`config.mk`:
```
export PLATFORM = sky130hd
export DESIGN_NAME = integer_to_roman_numeral_flat
export DESIGN_NICKNAME = d
export VERILOG_FILES = /design/src/hdl/irn_pkg.sv /design/src/hdl/irn_if.sv /design/src/hdl/irn_useq.sv /design/src/hdl/irn_dpath.sv /design/src/hdl/integer_to_roman_numeral.sv /design/src/flat_wrapper.sv
export SDC_FILE = /design/constraint.sdc
export NUM_CORES = 1
export LEC_CHECK = 0
export BUFFER_PORTS_ARGS = -buffer_cell sky130_fd_sc_hd__buf_2
export CAP_MARGIN = 20
export CORE_MARGIN = 2
export CORE_UTILIZATION = 40
export DETAILED_ROUTE_END_ITERATION = 6
export GPL_TIMING_DRIVEN = 0
export MAX_ROUTING_LAYER = met4
export SYNTH_ARGS = -nofsm -noshare
export SYNTH_HDL_FRONTEND = slang
export SYNTH_SLANG_ARGS = --single-unit
```
`constraint.sdc`:
```
create_clock -name i_clk -period 4.7 [get_ports i_clk]
set_clock_uncertainty 0.2 [all_clocks]
set_input_delay 0.705 -clock i_clk [delete_from_list [all_inputs] [get_ports i_clk]]
set_output_delay 0.705 -clock i_clk [all_outputs]
set_load 0.005 [all_outputs]
```
`src/hdl/irn_pkg.sv`:
```
// Shared types, constants and the microprogram of the Roman numeral converter.
package irn_pkg;

    localparam int NumW  = 12;
    localparam int CharW = 7;
    localparam int ValW  = 10;
    localparam int PcW   = 5;

    localparam logic [NumW-1:0] MAX_VALID = 12'd3999;

    // Micro-operations.
    localparam logic [1:0] OP_LOOP = 2'd0;
    localparam logic [1:0] OP_PAIR = 2'd1;
    localparam logic [1:0] OP_TAIL = 2'd2;
    localparam logic [1:0] OP_ERR  = 2'd3;

    localparam logic [PcW-1:0] PC_FIRST = 5'd0;
    localparam logic [PcW-1:0] PC_ERR   = 5'd19;

    // ASCII codes of the numeral letters.
    localparam logic [CharW-1:0] CH_NONE = 7'h00;
    localparam logic [CharW-1:0] CH_I    = 7'h49;
    localparam logic [CharW-1:0] CH_V    = 7'h56;
    localparam logic [CharW-1:0] CH_X    = 7'h58;
    localparam logic [CharW-1:0] CH_L    = 7'h4C;
    localparam logic [CharW-1:0] CH_C    = 7'h43;
    localparam logic [CharW-1:0] CH_D    = 7'h44;
    localparam logic [CharW-1:0] CH_M    = 7'h4D;

    typedef struct packed {
        logic [1:0]       op;
        logic [ValW-1:0]  value;
        logic [CharW-1:0] letter;
        logic [PcW-1:0]   target;
    } t_uword;

    // Control from the sequencer to the datapath.
    typedef struct packed {
        logic             busy;
        logic [1:0]       op;
        logic [ValW-1:0]  value;
        logic [CharW-1:0] letter;
    } t_uctl;

    // Status from the datapath back to the sequencer.
    typedef struct packed {
        logic ge;
        logic emit;
        logic last;
    } t_ustat;

    function automatic t_uword f_uw(input logic [1:0] op, input logic [ValW-1:0] value,
                                    input logic [CharW-1:0] letter,
                                    input logic [PcW-1:0] target);
        t_uword w;
        w.op     = op;
        w.value  = value;
        w.letter = letter;
        w.target = target;
        return w;
    endfunction

    // A loop step emits its letter while the rest covers its value. A pair step
    // emits the first letter of a subtractive pair or jumps past the pair; the
    // tail step that follows emits the second letter.
    function automatic t_uword f_urom(input logic [PcW-1:0] pc);
        t_uword w;
        case (pc)
            5'd0:    w = f_uw(OP_LOOP, 10'd1000, CH_M, 5'd0);
            5'd1:    w = f_uw(OP_PAIR, 10'd900,  CH_C, 5'd3);
            5'd2:    w = f_uw(OP_TAIL, 10'd0,    CH_M, 5'd0);
            5'd3:    w = f_uw(OP_LOOP, 10'd500,  CH_D, 5'd0);
            5'd4:    w = f_uw(OP_PAIR, 10'd400,  CH_C, 5'd6);
            5'd5:    w = f_uw(OP_TAIL, 10'd0,    CH_D, 5'd0);
            5'd6:    w = f_uw(OP_LOOP, 10'd100,  CH_C, 5'd0);
            5'd7:    w = f_uw(OP_PAIR, 10'd90,   CH_X, 5'd9);
            5'd8:    w = f_uw(OP_TAIL, 10'd0,    CH_C, 5'd0);
            5'd9:    w = f_uw(OP_LOOP, 10'd50,   CH_L, 5'd0);
            5'd10:   w = f_uw(OP_PAIR, 10'd40,   CH_X, 5'd12);
            5'd11:   w = f_uw(OP_TAIL, 10'd0,    CH_L, 5'd0);
            5'd12:   w = f_uw(OP_LOOP, 10'd10,   CH_X, 5'd0);
            5'd13:   w = f_uw(OP_PAIR, 10'd9,    CH_I, 5'd15);
            5'd14:   w = f_uw(OP_TAIL, 10'd0,    CH_X, 5'd0);
            5'd15:   w = f_uw(OP_LOOP, 10'd5,    CH_V, 5'd0);
            5'd16:   w = f_uw(OP_PAIR, 10'd4,    CH_I, 5'd18);
            5'd17:   w = f_uw(OP_TAIL, 10'd0,    CH_V, 5'd0);
            5'd18:   w = f_uw(OP_LOOP, 10'd1,    CH_I, 5'd0);
            default: w = f_uw(OP_ERR,  10'd0,    CH_NONE, 5'd0);
        endcase
        return w;
    endfunction

endpackage

```
`src/hdl/irn_if.sv`:
```
// Valid/ready stream interfaces for the number input and the character output.
interface irn_num_if
    import irn_pkg::*;
();
    logic            valid;
    logic            ready;
    logic [NumW-1:0] number;

    modport source (output valid, output number, input ready);
    modport sink   (input valid, input number, output ready);
endinterface

interface irn_sym_if
    import irn_pkg::*;
();
    logic             valid;
    logic             ready;
    logic [CharW-1:0] symbol_char;
    logic             last_char;
    logic             range_error;

    modport source (output valid, output symbol_char, output last_char,
                    output range_error, input ready);
    modport sink   (input valid, input symbol_char, input last_char,
                    input range_error, output ready);
endinterface

```
`src/hdl/irn_useq.sv`:
```
// Microprogram sequencer: step counter, control store lookup and branching.
module irn_useq
    import irn_pkg::*;
(
    input  logic   i_clk,
    input  logic   i_rst_n,
    input  logic   i_start,
    input  logic   i_start_err,
    input  t_ustat i_stat,
    output t_uctl  o_ctl,
    output logic   o_busy
);

    logic [PcW-1:0] r_pc, n_pc;
    logic           r_busy, n_busy;
    t_uword         w_word;

    assign w_word = f_urom(r_pc);

    assign o_ctl.busy   = r_busy;
    assign o_ctl.op     = w_word.op;
    assign o_ctl.value  = w_word.value;
    assign o_ctl.letter = w_word.letter;
    assign o_busy       = r_busy;

    always_comb begin
        n_pc   = r_pc;
        n_busy = r_busy;
        if (!r_busy) begin
            if (i_start) begin
                n_busy = 1'b1;
                n_pc   = i_start_err ? PC_ERR : PC_FIRST;
            end
        end else begin
            case (w_word.op)
                OP_LOOP: begin
                    if (i_stat.emit && i_stat.last) begin
                        n_busy = 1'b0;
                    end else if (!i_stat.ge) begin
                        n_pc = r_pc + PcW'(1);
                    end
                end
                OP_PAIR: begin
                    if (i_stat.emit) begin
                        n_pc = r_pc + PcW'(1);
                    end else if (!i_stat.ge) begin
                        n_pc = w_word.target;
                    end
                end
                OP_TAIL: begin
                    if (i_stat.emit) begin
                        if (i_stat.last) begin
                            n_busy = 1'b0;
                        end else begin
                            n_pc = r_pc + PcW'(1);
                        end
                    end
                end
                OP_ERR: begin
                    if (i_stat.emit) begin
                        n_busy = 1'b0;
                    end
                end
                default: begin
                    n_busy = 1'b0;
                end
            endcase
        end
    end

    always_ff @(posedge i_clk) begin
        if (!i_rst_n) begin
            r_pc   <= PC_FIRST;
            r_busy <= 1'b0;
        end else begin
            r_pc   <= n_pc;
            r_busy <= n_busy;
        end
    end

endmodule

```
`src/hdl/irn_dpath.sv`:
```
// Datapath: remaining value, compare and subtract, and the output register.
module irn_dpath
    import irn_pkg::*;
(
    input  logic             i_clk,
    input  logic             i_rst_n,
    input  logic             i_load,
    input  logic [NumW-1:0]  i_number,
    input  t_uctl            i_ctl,
    input  logic             i_out_ready,
    output t_ustat           o_stat,
    output logic             o_out_valid,
    output logic [CharW-1:0] o_symbol_char,
    output logic             o_last_char,
    output logic             o_range_error
);

    logic [NumW-1:0]  r_rest;
    logic [NumW-1:0]  w_value;
    logic [NumW-1:0]  w_diff;
    logic             w_ge;
    logic             w_req;
    logic             w_last;
    logic             w_emit;
    logic             w_out_free;
    logic             r_out_valid;
    logic [CharW-1:0] r_symbol_char;
    logic             r_last_char;
    logic             r_range_error;

    assign w_value    = NumW'(i_ctl.value);
    assign w_ge       = (r_rest >= w_value);
    assign w_diff     = r_rest - w_value;
    assign w_out_free = !r_out_valid || i_out_ready;

    always_comb begin
        case (i_ctl.op)
            OP_LOOP: begin
                w_req  = w_ge;
                w_last = (w_diff == '0);
            end
            OP_PAIR: begin
                w_req  = w_ge;
                w_last = 1'b0;
            end
            OP_TAIL: begin
                w_req  = 1'b1;
                w_last = (w_diff == '0);
            end
            OP_ERR: begin
                w_req  = 1'b1;
                w_last = 1'b1;
            end
            default: begin
                w_req  = 1'b0;
                w_last = 1'b0;
            end
        endcase
    end

    assign w_emit = i_ctl.busy && w_out_free && w_req;

    assign o_stat.ge   = w_ge;
    assign o_stat.emit = w_emit;
    assign o_stat.last = w_last;

    always_ff @(posedge i_clk) begin
        if (i_load) begin
            r_rest <= i_number;
        end else if (w_emit && (i_ctl.op inside {OP_LOOP, OP_PAIR})) begin
            r_rest <= w_diff;
        end
    end

    always_ff @(posedge i_clk) begin
        if (!i_rst_n) begin
            r_out_valid <= 1'b0;
        end else if (w_emit) begin
            r_out_valid <= 1'b1;
        end else if (i_out_ready) begin
            r_out_valid <= 1'b0;
        end
    end

    always_ff @(posedge i_clk) begin
        if (w_emit) begin
            r_symbol_char <= i_ctl.letter;
            r_last_char   <= w_last;
            r_range_error <= (i_ctl.op == OP_ERR);
        end
    end

    assign o_out_valid   = r_out_valid;
    assign o_symbol_char = r_symbol_char;
    assign o_last_char   = r_last_char;
    assign o_range_error = r_range_error;

endmodule

```
`src/hdl/integer_to_roman_numeral.sv`:
```
// Top level of the integer to Roman numeral converter.
//
// The block takes one 12-bit unsigned number per item on i_num and returns its
// Roman numeral on o_sym as a run of ASCII characters, most significant first,
// one character per item. The final character of a run carries last_char.
// A number of 0 or above 3999 yields one item with symbol_char 0, last_char
// and range_error set.
// A number is taken when i_num.ready is high, which is whenever no conversion
// is in progress. Each microprogram step either emits a character or moves on
// to a later table entry without emitting, so the first character reaches
// o_sym later for each test passed over before it (twelve for a number of 1).
// The next number can be taken once the last character has been registered.
// The single output register lets that next number start while the last
// character still waits. When the receiver stalls, the sequencer holds on the
// step that wants to emit; steps that only skip table entries keep going.
// Synchronous reset clears the sequencer and drops o_sym.valid.
module integer_to_roman_numeral
    import irn_pkg::*;
(
    input  logic       i_clk,
    input  logic       i_rst_n,
    irn_num_if.sink    i_num,
    irn_sym_if.source  o_sym
);

    t_uctl  w_ctl;
    t_ustat w_stat;
    logic   w_busy;
    logic   w_accept;
    logic   w_bad_number;

    // A new number is taken only between conversions.
    assign i_num.ready  = !w_busy;
    assign w_accept     = i_num.valid && !w_busy;
    assign w_bad_number = (i_num.number == '0) || (i_num.number > MAX_VALID);

    irn_useq u_useq (
        .i_clk       (i_clk),
        .i_rst_n     (i_rst_n),
        .i_start     (w_accept),
        .i_start_err (w_bad_number),
        .i_stat      (w_stat),
        .o_ctl       (w_ctl),
        .o_busy      (w_busy)
    );

    irn_dpath u_dpath (
        .i_clk         (i_clk),
        .i_rst_n       (i_rst_n),
        .i_load        (w_accept),
        .i_number      (i_num.number),
        .i_ctl         (w_ctl),
        .i_out_ready   (o_sym.ready),
        .o_stat        (w_stat),
        .o_out_valid   (o_sym.valid),
        .o_symbol_char (o_sym.symbol_char),
        .o_last_char   (o_sym.last_char),
        .o_range_error (o_sym.range_error)
    );

`ifndef SYNTHESIS
    // A taken number always starts a conversion.
    a_accept_starts: assert property (@(posedge i_clk) disable iff (!i_rst_n)
        w_accept |=> w_busy)
        else $error("accepted number did not start a conversion");

    // An error item is a lone, blank, final character.
    a_error_item: assert property (@(posedge i_clk) disable iff (!i_rst_n)
        (o_sym.valid && o_sym.range_error) |-> (o_sym.last_char && o_sym.symbol_char == CH_NONE))
        else $error("error item is not a blank last character");

    // A conversion ends exactly when its last character is registered.
    a_end_on_last: assert property (@(posedge i_clk) disable iff (!i_rst_n)
        $fell(w_busy) |-> (o_sym.valid && o_sym.last_char))
        else $error("conversion ended without a last character");
`endif

endmodule
```
`src/flat_wrapper.sv`:
```
// flat-port wrapper written by rule: the top's interface ports become plain ports
module integer_to_roman_numeral_flat import irn_pkg::*;
  (i_clk, i_rst_n, i_num_valid, i_num_number, i_num_ready, o_sym_valid, o_sym_symbol_char, o_sym_last_char, o_sym_range_error, o_sym_ready);
  irn_num_if i_num_i ();
  irn_sym_if o_sym_i ();
  input  logic i_clk;
  input  logic i_rst_n;
  input wire logic [$bits(i_num_i.valid)-1:0] i_num_valid;
  input wire logic [$bits(i_num_i.number)-1:0] i_num_number;
  output wire logic [$bits(i_num_i.ready)-1:0] i_num_ready;
  output wire logic [$bits(o_sym_i.valid)-1:0] o_sym_valid;
  output wire logic [$bits(o_sym_i.symbol_char)-1:0] o_sym_symbol_char;
  output wire logic [$bits(o_sym_i.last_char)-1:0] o_sym_last_char;
  output wire logic [$bits(o_sym_i.range_error)-1:0] o_sym_range_error;
  input wire logic [$bits(o_sym_i.ready)-1:0] o_sym_ready;
  assign i_num_i.valid = i_num_valid;
  assign i_num_i.number = i_num_number;
  assign i_num_ready = i_num_i.ready;
  assign o_sym_valid = o_sym_i.valid;
  assign o_sym_symbol_char = o_sym_i.symbol_char;
  assign o_sym_last_char = o_sym_i.last_char;
  assign o_sym_range_error = o_sym_i.range_error;
  assign o_sym_i.ready = o_sym_ready;
  integer_to_roman_numeral u_core (.i_clk(i_clk), .i_rst_n(i_rst_n), .i_num(i_num_i), .o_sym(o_sym_i));
endmodule
```
==> out/qor.yml, run 1 <==
stdcell_count: 484
cts_buffers: 5
h-tree-depth: 2
synth_top_family_by_area: "simple AND/OR/NAND/NOR gates"
fin_area_mm2: 0.003488
post-place-ws_ns: -0.2687
nFillCells: 754
required_ns: 4.70
gp_congestion: 0.9159
synthSimpleGateAreaFrac: 0.2076
path_class: "reg -> reg"
synth_xor_area_frac: 0.03413
postPlaceCellArea_mm2: 0.003336
ctsRootBufferMaster: "clkbuf_8"
syn_nets: 387
final_core_util: 0.4733
portBuffers: 25
r2r_end: "u_core.u_useq.w_word[22]"
r2r-start: "u_core.u_dpath.r_rest[0]"
power_mw: 1.610
syn_inst: 352
tns_ns: 0
cts_tree: "done"
grt_pass1_vias: 2487
whs_path_depth: 0
hold_violations: 0
yosys.area_share.adder: 0.07964
path_max_fanout: 10
start_kind: "register"
synth-seq-area-share: 0.3836
antenna_found_initial: 0
fmax_mhz: 220.7
io_pins: 27
dp_cells: 477
async_flop_share: 0
grt_max_degree: 16
maxSlewViolCount: 0
final_common_cell: "nand2_1"
worst_hold_slack_ns: 0.2095
grt-ovfl-total: 0
ir_worst_vdd_mv: 0.1738
clock_path_buffers: 2
drc: 0
vias_per_cell: 5.486
grt_use_total: 0.1864
die_x_um: 91.74
worst_slack_ns: 0.1698
min_period_ns: 4.530
hold_path_end: "u_core.u_dpath.o_symbol_char[4]"
drive_gt1_frac: 0.1688
ys_ff_latch: 49
fp.dieArea_mm2: 0.008416
fp.dieH_um: 91.74
fp-row-count: 31
clk_pin_slew_ns: 0.10
leakage_nw: 1.474
maxSlewHeadroom: 0.4266
syn2layout_area_growth_pct: 13.29
start_util: 0.4178
dp.final_hpwl_um: 5768
dr.pass1.iters: 4
core_mm2: 0.007370
arrival_ns: 4.53
synth_compound_area_frac: 0.1954
avgSynthCellArea_um2: 8.748
cts_hold_buf: 0
rr_worst_depth: 18
tightest_slew_ns: 0.8602
multi_input_area_mm2: 0.001759
ys_warn_count: 0
layout.area.seq_mm2: 0.001181
final_nets: 419
powerDensity_mw_per_mm2: 461.6
ys_types: 70
vias: 2655
reg2reg_slack_ns: 0.17
drt-wirelength-per-cell_um: 15.39
synthMuxAreaShare: 0.04145
hold_class: "reg -> reg"
worstHoldStart: "u_core.u_useq.w_word[9]"
syn_area_mm2: 0.003079
drtAntennaViolNets: 0
mostFrequentLayoutCells: "nand2_1 (52), buf_2 (30), dfxtp_1 (29)"
clk_latency_ns: 0.31
cts.sinks: 49
antenna_cells: 0
ys.flop_type: "dfxtp_1"
drt_wl_total_um: 7450
drt_iter0_markers: 171
synth_edf_count: 20
status: "finished clean"
period_share: 0.9639
cap_violations: 0
grt_pass1_wl_um: 12220
cp-end-kind: "register"
final-setup-viol-count: 0
## sequential cells by signal (all words and copies together), names as in the netlist
name,cells
u_core.u_useq.w_word,22
u_core.u_dpath.o_last_char,1
u_core.u_dpath.o_out_valid,1
u_core.u_useq.o_busy,1
u_core.u_useq.r_pc,5
u_core.u_dpath.o_range_error,1
u_core.u_dpath.r_rest,12
u_core.u_dpath.o_symbol_char,6
## worst max-delay path by stage
stage                                   from  slack, ns  depth (start not counted)                       end
floorplan           u_core.u_dpath.r_rest[0]       0.46                         19  u_core.u_useq.w_word[22]
global placement    u_core.u_dpath.r_rest[5]      -0.35                         18  u_core.u_useq.w_word[22]
detailed placement  u_core.u_dpath.r_rest[5]      -0.27                         18  u_core.u_useq.w_word[22]
CTS                 u_core.u_dpath.r_rest[0]       0.06                         20  u_core.u_useq.w_word[13]
global route        u_core.u_dpath.r_rest[0]     -0.003                         19  u_core.u_useq.w_word[15]
finish              u_core.u_dpath.r_rest[0]       0.17                         18  u_core.u_useq.w_word[22]
## final cells by class
cell class	count	area share
sequential	49	0.3386
tap	99	0.03551
inverter	23	0.02582
clock inverter	2	0.01076
multi-input combinational	264	0.5043
clock buffer	6	0.02367
buffer	15	0.02331
timing repair buffer	26	0.03802
## synthesized netlist by cell type (all sizes together) (8+ instances only)
master	n	area (µm²)
inv	22	85.09
clkbuf	8	30.03
o21ai	24	123.9
dfxtp	29	580.6
nor2	17	71.32
nand3	11	55.05
buf	8	55.05
edfxtp	20	600.6
nand2	52	195.2
ha	18	225.2
a21oi	24	123.9
mux2i	9	90.09
## where the power goes
| part | internal, mW | total [mW] | switching, mW |
|---|---|---|---|
| registers | 0.549 | 0.590 | 0.0417 |
| clock network | 0.173 | 0.324 | 0.151 |
| logic | 0.274 | 0.696 | 0.422 |
## critical path, stage by stage (launching register included)
cell and delay, ns:
edfxtp_1 0.34, inv_1 0.05, ha_1 0.19, fa_1 0.40, nand2b_1 0.19, o2bb2ai_1 0.21, o21ba_2 0.24, xor2_1 0.23
nand4_1 0.18, or4_1 0.46, buf_2 0.18, and2_1 0.17, buf_6 0.14, o21ai_2 0.17, and2_4 0.21, inv_1 0.12
ha_4 0.22, mux2_2 0.28, o22a_1 0.23
## cell families (layout without fill, tap and decap cells)
logic type | count (synthesis) | count (layout)
XOR/XNOR | 12 | 12
multiplexers | 12 | 12
AND/OR/NAND/NOR | 128 | 128
other | 1 | 1
flip-flops | 49 | 49
buffers and inverters | 39 | 72
AO/OA/AOI/OAI | 92 | 92
adder cells (fa/ha/maj) | 19 | 19
## per-layer routing
layer	vias up	wire [µm]	GRT usage
met5	-	0	-
li1	1336	-	-
met1	1250	3532	0.2490
met3	7	327	0.02876
met4	0	76	0.04478
met2	62	3513	0.2990
## timing repair
item / CTS / global route
buffers inserted: 0 / 0
setup endpoints to repair: 10 / 11
gates resized for setup: 4 / 8
No activity file was read; power rests on OpenSTA's default activity.
==> inputs of run 2 (changes only) <==
--- a/config.mk
+++ b/config.mk
@@ -5,7 +5,7 @@
 export SDC_FILE = /design/constraint.sdc
 export NUM_CORES = 1
 export LEC_CHECK = 0
-export BUFFER_PORTS_ARGS = -buffer_cell sky130_fd_sc_hd__buf_2
+export BUFFER_PORTS_ARGS = -buffer_cell sky130_fd_sc_hd__clkbuf_2
 export CAP_MARGIN = 20
 export CORE_MARGIN = 2
 export CORE_UTILIZATION = 40
==> run 2 against run 1 <==
  * Non-clock buffer count unchanged
  * Sequential power about the same
  * Via count grew 1.8%
  * Critical path type unchanged
  * Wire length up 2.7%
  * Critical path depth is 2 lower
  * Design area grew 0.39%
  * Global-route usage is 0.61 points higher
  * Total power rose by 0.36%
==> out/qor.yml, run 2 (synthesized netlist as in run 1, its figures left out) <==
status: "finished clean"
maxSlewHeadroom: 0.4336
core_mm2: 0.007370
final_common_cell: "nand2_1"
fp.dieArea_mm2: 0.008416
stdcell_count: 484
grt-ovfl-total: 0
path_max_fanout: 10
ir_worst_vdd_mv: 0.1333
nFillCells: 746
hold_violations: 0
cts_tree: "done"
fin_area_mm2: 0.003502
power_mw: 1.616
worstHoldStart: "u_core.u_useq.w_word[5]"
dr.pass1.iters: 5
required_ns: 4.70
rr_worst_depth: 16
dp_cells: 477
drc: 0
drive_gt1_frac: 0.1714
start_util: 0.4178
fp-row-count: 31
powerDensity_mw_per_mm2: 461.5
drt_iter0_markers: 178
whs_path_depth: 0
mostFrequentLayoutCells: "nand2_1 (52), dfxtp_1 (29), clkbuf_2 (25)"
arrival_ns: 4.44
final_nets: 419
maxSlewViolCount: 0
fmax_mhz: 225.2
syn2layout_area_growth_pct: 13.73
grt_use_total: 0.1925
ctsRootBufferMaster: "clkbuf_8"
min_period_ns: 4.441
cts.sinks: 49
die_x_um: 91.74
tns_ns: 0
hold_path_end: "u_core.u_dpath.o_symbol_char[0]"
io_pins: 27
worst_hold_slack_ns: 0.2133
drt-wirelength-per-cell_um: 15.80
grt_max_degree: 17
vias: 2702
final-setup-viol-count: 0
reg2reg_slack_ns: 0.26
antenna_cells: 0
cap_violations: 0
rsz0062_at_grt: "no"
hold_class: "reg -> reg"
largest_reg_flops: 22
cp-end-kind: "register"
start_kind: "register"
post-place-ws_ns: -0.3776
h-tree-depth: 2
antenna_found_initial: 0
leakage_nw: 1.483
tightest_slew_ns: 0.8496
worst_slack_ns: 0.2591
r2r_end: "u_core.u_useq.w_word[22]"
cts_buffers: 5
fp.dieH_um: 91.74
postPlaceCellArea_mm2: 0.003336
drtAntennaViolNets: 0
clk_pin_slew_ns: 0.10
drt_wl_total_um: 7649
final_core_util: 0.4752
path_class: "reg -> reg"
grt_pass1_vias: 2595
r2r-start: "u_core.u_dpath.r_rest[3]"
dp.final_hpwl_um: 5893
grt_pass1_wl_um: 12550
clk_latency_ns: 0.30
gp_congestion: 0.9367
period_share: 0.9449
vias_per_cell: 5.583
portBuffers: 25
clock_path_buffers: 2
[run 2: routing by layer]
layer	wire, µm	global-route usage	vias to the layer above
li1	-	-	1330
met1	3404	0.2409	1286
met2	3729	0.3150	75
met3	378	0.03369	11
met4	136	0.06716	0
met5	0	-	-
[run 2: worst max-delay path: stages (launching register included)]
cell	delay, ns
edfxtp_1	0.41
ha_1	0.40
nand2_1	0.08
a211o_1	0.28
a211oi_2	0.36
o211a_1	0.18
o211ai_1	0.11
or4_1	0.54
buf_2	0.18
and2_1	0.16
buf_6	0.14
o21ai_2	0.18
and2_4	0.22
inv_1	0.14
ha_4	0.23
mux2_2	0.29
o22a_1	0.23
[run 2: worst max-delay path by stage]
stage,start,to,slack [ns],cells past startpoint
after floorplan,u_core.u_dpath.r_rest[0],u_core.u_useq.w_word[22],0.46,19
after global placement,u_core.u_dpath.r_rest[5],u_core.u_useq.w_word[22],-0.39,18
after detailed placement,u_core.u_dpath.r_rest[5],u_core.u_useq.w_word[22],-0.38,18
after CTS,u_core.u_dpath.r_rest[0],u_core.u_useq.w_word[22],0.06,18
after global routing,u_core.u_dpath.r_rest[0],u_core.u_useq.w_word[22],0.02,18
final,u_core.u_dpath.r_rest[3],u_core.u_useq.w_word[22],0.26,16
[run 2: layout make-up]
class                   instances  area, µm²  area share
flip-flops and latches         49       1181      0.3373
clock buffers                   6      72.57     0.02072
inverters                      23      90.09     0.02572
well taps                      99      123.9     0.03537
clock inverters                 2      38.79     0.01108
repair buffers                 26      132.6     0.03787
plain buffers                  15      81.33     0.02322
multi-input cells             264       1782      0.5088
[run 2: timing repair]
item,CTS,global route
endpoints found under the setup margin,14,11
resized for setup,5,10
setup buffers,0,0
hold buffers,0,0
[run 2: power breakdown]
group          internal (mW)  switching (mW)
Sequential             0.549          0.0422
Combinational          0.283           0.437
Clock                  0.161           0.144
==> inputs of run 3 (changes only) <==
--- a/config.mk
+++ b/config.mk
@@ -5,6 +5,7 @@
 export SDC_FILE = /design/constraint.sdc
 export NUM_CORES = 1
 export LEC_CHECK = 0
+export ABC_AREA = 1
 export BUFFER_PORTS_ARGS = -buffer_cell sky130_fd_sc_hd__clkbuf_2
 export CAP_MARGIN = 20
 export CORE_MARGIN = 2
==> constraint.sdc (replaced) <==
create_clock -name i_clk -period 5.57 [get_ports i_clk]
set_clock_uncertainty 0.2 [all_clocks]
set_input_delay 0.8355 -clock i_clk [delete_from_list [all_inputs] [get_ports i_clk]]
set_output_delay 0.8355 -clock i_clk [all_outputs]
set_load 0.005 [all_outputs]
==> run 3 against run 2 <==
  * Maximum frequency increased by 1.7%
  * Utilization decreased by 2.3 points
  * Largest cell class unchanged
  * Design area increased by 5.0%
  * Highest routed layer unchanged
  * Setup slack improved by 0.94 ns
  * Largest power group unchanged
==> out/qor.yml, run 3 <==
syn_inst: 470
mostFrequentLayoutCells: "nand2_1 (151), inv_1 (64), nand3_1 (58)"
clk_latency_ns: 0.30
synth_common_cells: "nand2_1 (151), inv_1 (64), nand3_1 (58)"
fp-row-count: 33
whs_path_depth: 0
ir_worst_vdd_mv: 0.1507
clock_path_buffers: 2
grt_max_degree: 16
path_class: "reg -> reg"
path_common_cell: "nand2_1"
async_flop_share: 0
antenna_found_initial: 0
syn_nets: 505
r2r_end: "u_core.u_useq.w_word[22]"
cts.sinks: 49
vias: 3054
start_util: 0.4093
post-synth-top-area-cell: "edfxtp_1"
final_nets: 537
grt-ovfl-total: 0
grt_pass1_vias: 2874
core_mm2: 0.008134
portBuffers: 24
maxSlewHeadroom: 0.6016
hold_class: "reg -> reg"
period_share: 0.7839
cts_tree: "done"
drt_wl_total_um: 8266
r2r-start: "u_core.u_dpath.r_rest[0]"
ys_warn_count: 0
yosys-top-cells-area: "edfxtp_1 (18%), dfxtp_1 (17%), nand2_1 (17%)"
required_ns: 5.58
cts_resized: 0
cts_buffers: 5
crit_start: "u_core.u_dpath.r_rest[0]"
leakage_nw: 1.851
drtAntennaViolNets: 0
die_x_um: 95.24
post_cts_buffers: 0
largest_reg_flops: 22
final-setup-viol-count: 0
status: "finished clean"
drt_iter0_markers: 134
cap_violations: 0
ys.flop_type: "dfxtp_1"
cts_hold_buf: 0
dr.pass1.iters: 4
hold_path_end: "u_core.u_dpath.o_symbol_char[0]"
ctsRootBufferMaster: "clkbuf_8"
hold_violations: 0
drt-wirelength-per-cell_um: 13.60
path_max_fanout: 8
drive_gt1_frac: 0.1511
nFillCells: 844
layout.area.seq_mm2: 0.001181
gp_congestion: 0.9240
io_pins: 27
fmax_mhz: 229.0
avgSynthCellArea_um2: 7.084
cp_slowest_stage_delay_ns: 0.44
syn_area_mm2: 0.003329
start_kind: "register"
drc: 0
clk_pin_slew_ns: 0.09
stdcell_count: 608
min_period_ns: 4.366
fin_area_mm2: 0.003679
ys_types: 39
synth_top_area_frac: 0.1804
vias_per_cell: 5.023
multi_input_area_mm2: 0.001804
ys_ff_latch: 49
dp.final_hpwl_um: 6687
synth-seq-area-share: 0.3548
arrival_ns: 4.37
rsz0062_at_grt: "no"
final_common_cell: "nand2_1"
maxSlewViolCount: 0
tightest_slew_ns: 0.5936
rr_worst_depth: 26
antenna_cells: 0
grt_use_total: 0.1985
postPlaceCellArea_mm2: 0.003592
h-tree-depth: 2
post-place-ws_ns: 1.226
worstHoldStart: "u_core.u_useq.w_word[5]"
dp_cells: 600
powerDensity_mw_per_mm2: 540.3
tns_ns: 0
synth_edf_count: 20
worst_slack_ns: 1.204
critPathSlowestCell: "nor2_1"
reg2reg_slack_ns: 1.20
fp.dieArea_mm2: 0.009070
cp-end-kind: "register"
synth.most_common_cell: "nand2_1"
syn2layout_area_growth_pct: 10.48
fp.dieH_um: 95.24
grt_pass1_wl_um: 13530
==> run 3: cell count changes after synthesis, sizes merged, moves of 9 or more <==
| cell | change |
|---|---|
| nand2 | +112 |
| nand3 | +51 |
| inv | +49 |
| nor2 | +15 |
| o21ai | -13 |
| mux2i | -9 |
==> run 3: routing by layer <==
metal  track usage  wire (µm)
met5             -          0
met4       0.05797        113
met3       0.02213        320
met2        0.3433       4160
met1        0.2441       3672
==> run 3: area by class of cell <==
type / instances / share of cell area
well taps: 105 / 0.03571
inverters: 71 / 0.07381
multi-input cells: 340 / 0.4905
flip-flops and latches: 49 / 0.3211
plain buffers: 10 / 0.01973
clock buffers: 5 / 0.01871
clock inverters: 3 / 0.004762
repair buffers: 25 / 0.03571
==> run 3: metrics by stage <==
stage                     hold slack, ns    util  power [mW]
after global routing              0.2198  0.4522       2.194
after global placement            0.1884  0.4402       1.759
after detailed placement          0.1906  0.4416       1.788
after CTS                         0.2121  0.4522       1.994
final                             0.2083  0.4522       1.988
after floorplan                   0.1855       -       1.495
==> run 3: worst max path at each step <==
| stage | endpoint | slack [ns] | cells past startpoint |
|---|---|---|---|
| finish | u_core.u_useq.w_word[22] | 1.20 | 26 |
| global route | u_core.u_useq.w_word[22] | 0.81 | 26 |
| CTS | u_core.u_useq.w_word[22] | 1.20 | 24 |
| detailed placement | u_core.u_useq.w_word[22] | 1.23 | 24 |
| global placement | u_core.u_useq.w_word[22] | 1.27 | 24 |
| floorplan | u_core.u_useq.w_word[22] | 2.07 | 24 |
==> run 3: logic make-up after synthesis <==
family	after synthesis	share of synthesized area
simple gates	276	0.3878
buf+inv	81	0.1033
flops	49	0.3548
compound gates	41	0.07140
fa+ha+maj	19	0.07366
xor+xnor	3	0.007893
other cells	1	0.001126
==> run 3: worst max-delay path: cells and delay by family, from the launching register on <==
| family | cells | cell delay, ns |
|---|---|---|
| and+or+nand+nor | 19 | 2.18 |
| adders and majority gates | 3 | 0.97 |
| buffers and inverters | 3 | 0.43 |
| DFF | 1 | 0.33 |
| AOI/OAI and AO/OA | 1 | 0.13 |
==> run 3: where the power goes <==
part           leakage, nW  switching (mW)  internal (mW)
Sequential           0.431          0.0532          0.523
Clock               0.0439           0.119         0.0868
Combinational         1.38           0.801          0.404
Total                 1.85           0.974           1.01
